<file path="config.mk">
export PLATFORM = sky130hd
export DESIGN_NAME = cbft_plane_lane
export DESIGN_NICKNAME = d
export VERILOG_FILES = /design/src/design/cbft_pkg.sv /design/src/design/cbft_plane_lane.sv
export SDC_FILE = /design/constraint.sdc
export NUM_CORES = 2
export LEC_CHECK = 0
export ABC_CLOCK_PERIOD_IN_PS = 16700
export BUFFER_PORTS_ARGS = -buffer_cell sky130_fd_sc_hd__buf_4
export CORE_MARGIN = 2
export CORE_UTILIZATION = 30
export DETAILED_ROUTE_END_ITERATION = 8
export PLACE_DENSITY = 0.41
export SETUP_SLACK_MARGIN = 0.5
export SLEW_MARGIN = 20
export SYNTH_ARGS = -nofsm -noshare
export SYNTH_HDL_FRONTEND = slang
export SYNTH_SLANG_ARGS = --single-unit
export TNS_END_PERCENT = 30
</file>
<file path="constraint.sdc">
create_clock -name clk -period 16.7 [get_ports clk]
set_clock_uncertainty 0.15 [all_clocks]
set_input_delay 2.505 -clock clk [delete_from_list [all_inputs] [get_ports clk]]
set_output_delay 2.505 -clock clk [all_outputs]
set_load 0.05 [all_outputs]
</file>
<file path="src/design/cbft_pkg.sv">
`default_nettype none
// ----------------------------------------------------------------------------
// cbft_pkg
// Shared types and constants for the chunk box frustum test.
// ----------------------------------------------------------------------------
package cbft_pkg;

  localparam int PLANE_COUNT = 6;
  localparam int COEF_W      = 16;
  localparam int Q_FRAC_BITS = 14;
  localparam int PLANE_W     = 4 * COEF_W;
  localparam int CFG_IDX_W   = 3;

  // register index of each plane on the config channel
  typedef enum logic [CFG_IDX_W-1:0] {
    IDX_LEFT   = 3'd0,
    IDX_RIGHT  = 3'd1,
    IDX_BOTTOM = 3'd2,
    IDX_TOP    = 3'd3,
    IDX_NEAR   = 3'd4,
    IDX_FAR    = 3'd5
  } cfg_idx_t;

  // a in the low 16 bits, d in the high 16 bits
  typedef struct packed {
    logic signed [COEF_W-1:0] d;
    logic signed [COEF_W-1:0] c;
    logic signed [COEF_W-1:0] b;
    logic signed [COEF_W-1:0] a;
  } plane_t;

  // pipeline controls handed to each plane lane
  typedef struct packed {
    logic load;
  } lane_ctrl_t;

endpackage : cbft_pkg
`default_nettype wire

</file>
<file path="src/design/cbft_plane_lane.sv">
`default_nettype none
// ----------------------------------------------------------------------------
// cbft_plane_lane
// One frustum plane: registers the coefficient products for the box origin
// and the corner bias, then flags the box as fully behind the plane when the
// farthest corner's scaled distance is negative.
// ----------------------------------------------------------------------------
module cbft_plane_lane #(
  parameter int XW            = 16,
  parameter int AW            = 40,
  parameter int CHUNK_SPAN    = 31,
  parameter int COLUMN_HEIGHT = 40
) (
  input  wire                       clk,
  input  wire cbft_pkg::lane_ctrl_t ctrl,
  input  wire cbft_pkg::plane_t     plane,
  input  wire logic signed [XW-1:0] x0,
  input  wire logic signed [XW-1:0] z0,
  output logic                      behind
);
  import cbft_pkg::*;

  localparam int PW = COEF_W + XW;
  localparam logic signed [AW-1:0] SPAN_A   = AW'(CHUNK_SPAN);
  localparam logic signed [AW-1:0] HEIGHT_A = AW'(COLUMN_HEIGHT);

  logic signed [PW-1:0] ax_next, cz_next;
  logic signed [PW-1:0] ax, cz;
  logic signed [AW-1:0] bias_next, bias;
  logic signed [AW-1:0] a_pos, b_pos, c_pos;
  logic signed [AW-1:0] dist_max;

  assign ax_next = plane.a * x0;
  assign cz_next = plane.c * z0;

  // farthest corner: take the far edge on each axis with a positive coefficient
  assign a_pos = plane.a[COEF_W-1] ? '0 : AW'(plane.a);
  assign b_pos = plane.b[COEF_W-1] ? '0 : AW'(plane.b);
  assign c_pos = plane.c[COEF_W-1] ? '0 : AW'(plane.c);
  assign bias_next = a_pos * SPAN_A + b_pos * HEIGHT_A + c_pos * SPAN_A
                   + (AW'(plane.d) <<< Q_FRAC_BITS);

  always_ff @(posedge clk) begin
    if (ctrl.load) begin
      ax   <= ax_next;
      cz   <= cz_next;
      bias <= bias_next;
    end
  end

  assign dist_max = AW'(ax) + AW'(cz) + bias;
  assign behind   = dist_max[AW-1];

endmodule : cbft_plane_lane
`default_nettype wire

</file>
==> impl_metrics.yaml <==
run_status:
  status: "finished, final reports clean"
clock_tree:
  cts_tree: "built"
  cts_made_buffers: 9
  cts-root-buf: "clkbuf_16"
  clockBufferDepth: 2
  cts_setup_buffers: 0
  htree_levels: 3
  numClockSinks: 95
  path_clk_slew_ns: 0.07
  cts_resized: 0
  holdBufCountCts: 0
timing:
  setup_tns_ns: 0
  fin_crit_sh: 0.580
  fin_ws_ns: 7.01
  drv_slew: 0
  min_period_ns: 9.69
  maxSlewHeadroom: 0.377
  rsz0062_at_grt: "no"
  setup_violations: 0
  finalHoldViolCount: 0
  fmax_mhz: 103
  worstMarginPinSlew_ns: 0.933
global_route:
  met3_usage: 0.0208
  grt_start_max_net_pins: 68
  busiest_layer: "met2"
  grt_overflow: 0
  met1_usage: 0.217
  use_met2: 0.281
  grt_pass1_vias: 22700
  track_usage: 0.161
  grt_first_pass_wirelength_mm: 127
  antenna_found_initial: 1
detailed_routing:
  wl_mm: 77.3
  num_vias: 19900
  drc: 0
  drtIter0Drc: 844
  vias_per_cell: 4.58
  firstDrtPassIters: 6
  ant_nets: 0
  wl_per_cell_um: 17.8
synthesis:
  ys_seq_area_frac: 0.0966
  synth-edff-count: 95
  synthTopCellsByCount: "inv_1, fa_1, nand2_1"
  synth_top_area_frac: 0.455
  avgSynthCellArea_um2: 9.76
  yosysWarnings: 0
  postSynthNetCount: 4075
  yosys.area.top_type: "fa_1"
  async_reset_ff_frac: 0
  synthTopCellsByArea: "fa_1, ha_1, edfxtp_1, inv_1, and2_1"
  yosysMostFrequentCell: "inv_1"
  synth_ff_type: "edfxtp_1"
  synth_cells: 3027
  syn_area_um2: 29500
  yosys_register_bits: 95
  yosysUniqueCellTypes: 64
setup_path:
  max_stage_delay_ns: 0.54
  crit_type: "input pin to flip-flop"
  cp.required_ns: 16.68
  end_kind: "flip-flop"
  cp_data_arrival_time_ns: 9.67
  cp-start-kind: "input pin"
  cp_slowest_cell: "fa_1"
  cp_max_fo: 19
floorplan:
  fp.dieH_um: 318
  initial_core_util: 0.301
  die_w_um: 318
  core_area_um2: 98000
  rows: 115
  io_pins: 99
  dieArea_um2: 101000
worst_hold_path:
  hp-class: "input pin to flip-flop"
  hold_end: "bias[27]"
  hold_start: "plane[61]"
  whs_path_depth: 2
finish:
  area_delta_synth_final_pct: 7.88
  drive_above_1_share: 0.0406
  final_nets: 4099
placed_design:
  hpwlAfterDp_mm: 65.3
  place_congestion: 0.822
  place_ws_ns: 6.56
  port_buffers: 98
run:
  maxCapViolCount: 0
state kept, by name, summed over array words and instances (netlist names):
register,flops
cz,32
bias,31
ax,32
layer usage:
metal / wire [µm] / vias to the layer above
li1: - / 9154
met1: 34200 / 10400
met2: 39000 / 306
met3: 3120 / 58
met4: 994 / 2
met5: 16 / -
how the worst max path moves through the flow:
stage | from | to | slack [ns] | depth (start not counted)
after floorplan | plane[15] | bias[26] | 7.62 | 27
after global placement | plane[15] | bias[28] | 6.61 | 27
after detailed placement | plane[5] | bias[26] | 6.56 | 27
after CTS | plane[5] | bias[26] | 6.97 | 27
after global routing | plane[31] | bias[28] | 6.25 | 32
final | plane[31] | bias[29] | 7.01 | 32
layout by cell type, fill, tap and decap left out, types with 4 or more instances in the layout:
cell type / instances
a21boi_0: 4
o2111ai_1: 6
a21o_1: 44
nor2b_1: 33
fa_1: 671
xor2_1: 29
nand3_1: 13
nor3_1: 22
clkbuf_16: 9
o21a_1: 15
o21ai_0: 40
buf_4: 99
nor2_1: 64
a211o_1: 4
ha_1: 279
a21oi_1: 76
xnor2_1: 93
o21ai_1: 14
inv_1: 733
nand2b_1: 55
o21bai_1: 12
o31a_1: 5
and3_1: 8
or2_2: 4
and2_1: 216
a31oi_1: 8
nor4_1: 5
o211ai_1: 4
edfxtp_1: 95
nand2_1: 327
nand4_1: 8
a211oi_1: 6
critical path, delay by kind of cell:
kind | cells | cell delay, ns
adders and majority gates | 6 | 2.60
AOI/OAI and AO/OA | 11 | 2.30
and+or+nand+nor | 9 | 1.64
xor gates and xnor gates | 3 | 0.32
buffers and inverters | 3 | 0.28
cells by family after synthesis:
logic type | count (synthesis) | synth area share
AO/OA/AOI/OAI | 270 | 0.0601
XOR/XNOR | 122 | 0.0362
adder cells (fa/ha/maj) | 950 | 0.573
buffers and inverters | 819 | 0.104
flip-flops | 95 | 0.0966
multiplexers | 1 | 0.000339
AND/OR/NAND/NOR | 770 | 0.129
per-stage QoR:
| stage | instance area, µm² | hold WS, ns | util | std cells |
|---|---|---|---|---|
| after floorplan | 29500 | 2.47 | - | 3027 |
| after global placement | 31600 | 2.66 | 0.322 | 4327 |
| after detailed placement | 31600 | 2.67 | 0.322 | 4327 |
| after CTS | 31900 | 2.26 | 0.325 | 4343 |
| after global routing | 31900 | 2.27 | 0.325 | 4343 |
| final | 31900 | 2.29 | 0.325 | 4344 |
area by class of cell:
| type | count | area [µm²] |
|---|---|---|
| clock buffer | 10 | 229 |
| tap | 1287 | 1610 |
| inverter | 733 | 2750 |
| timing repair buffer | 99 | 743 |
| clock inverter | 6 | 67.6 |
| fill | 10200 | 66100 |
| antenna | 1 | 2.50 |
| sequential | 95 | 2850 |
| multi-input combinational | 2113 | 23600 |
Power is not shown: default switching activity piles up to over one toggle a cycle in this logic, so the estimate is an artifact.
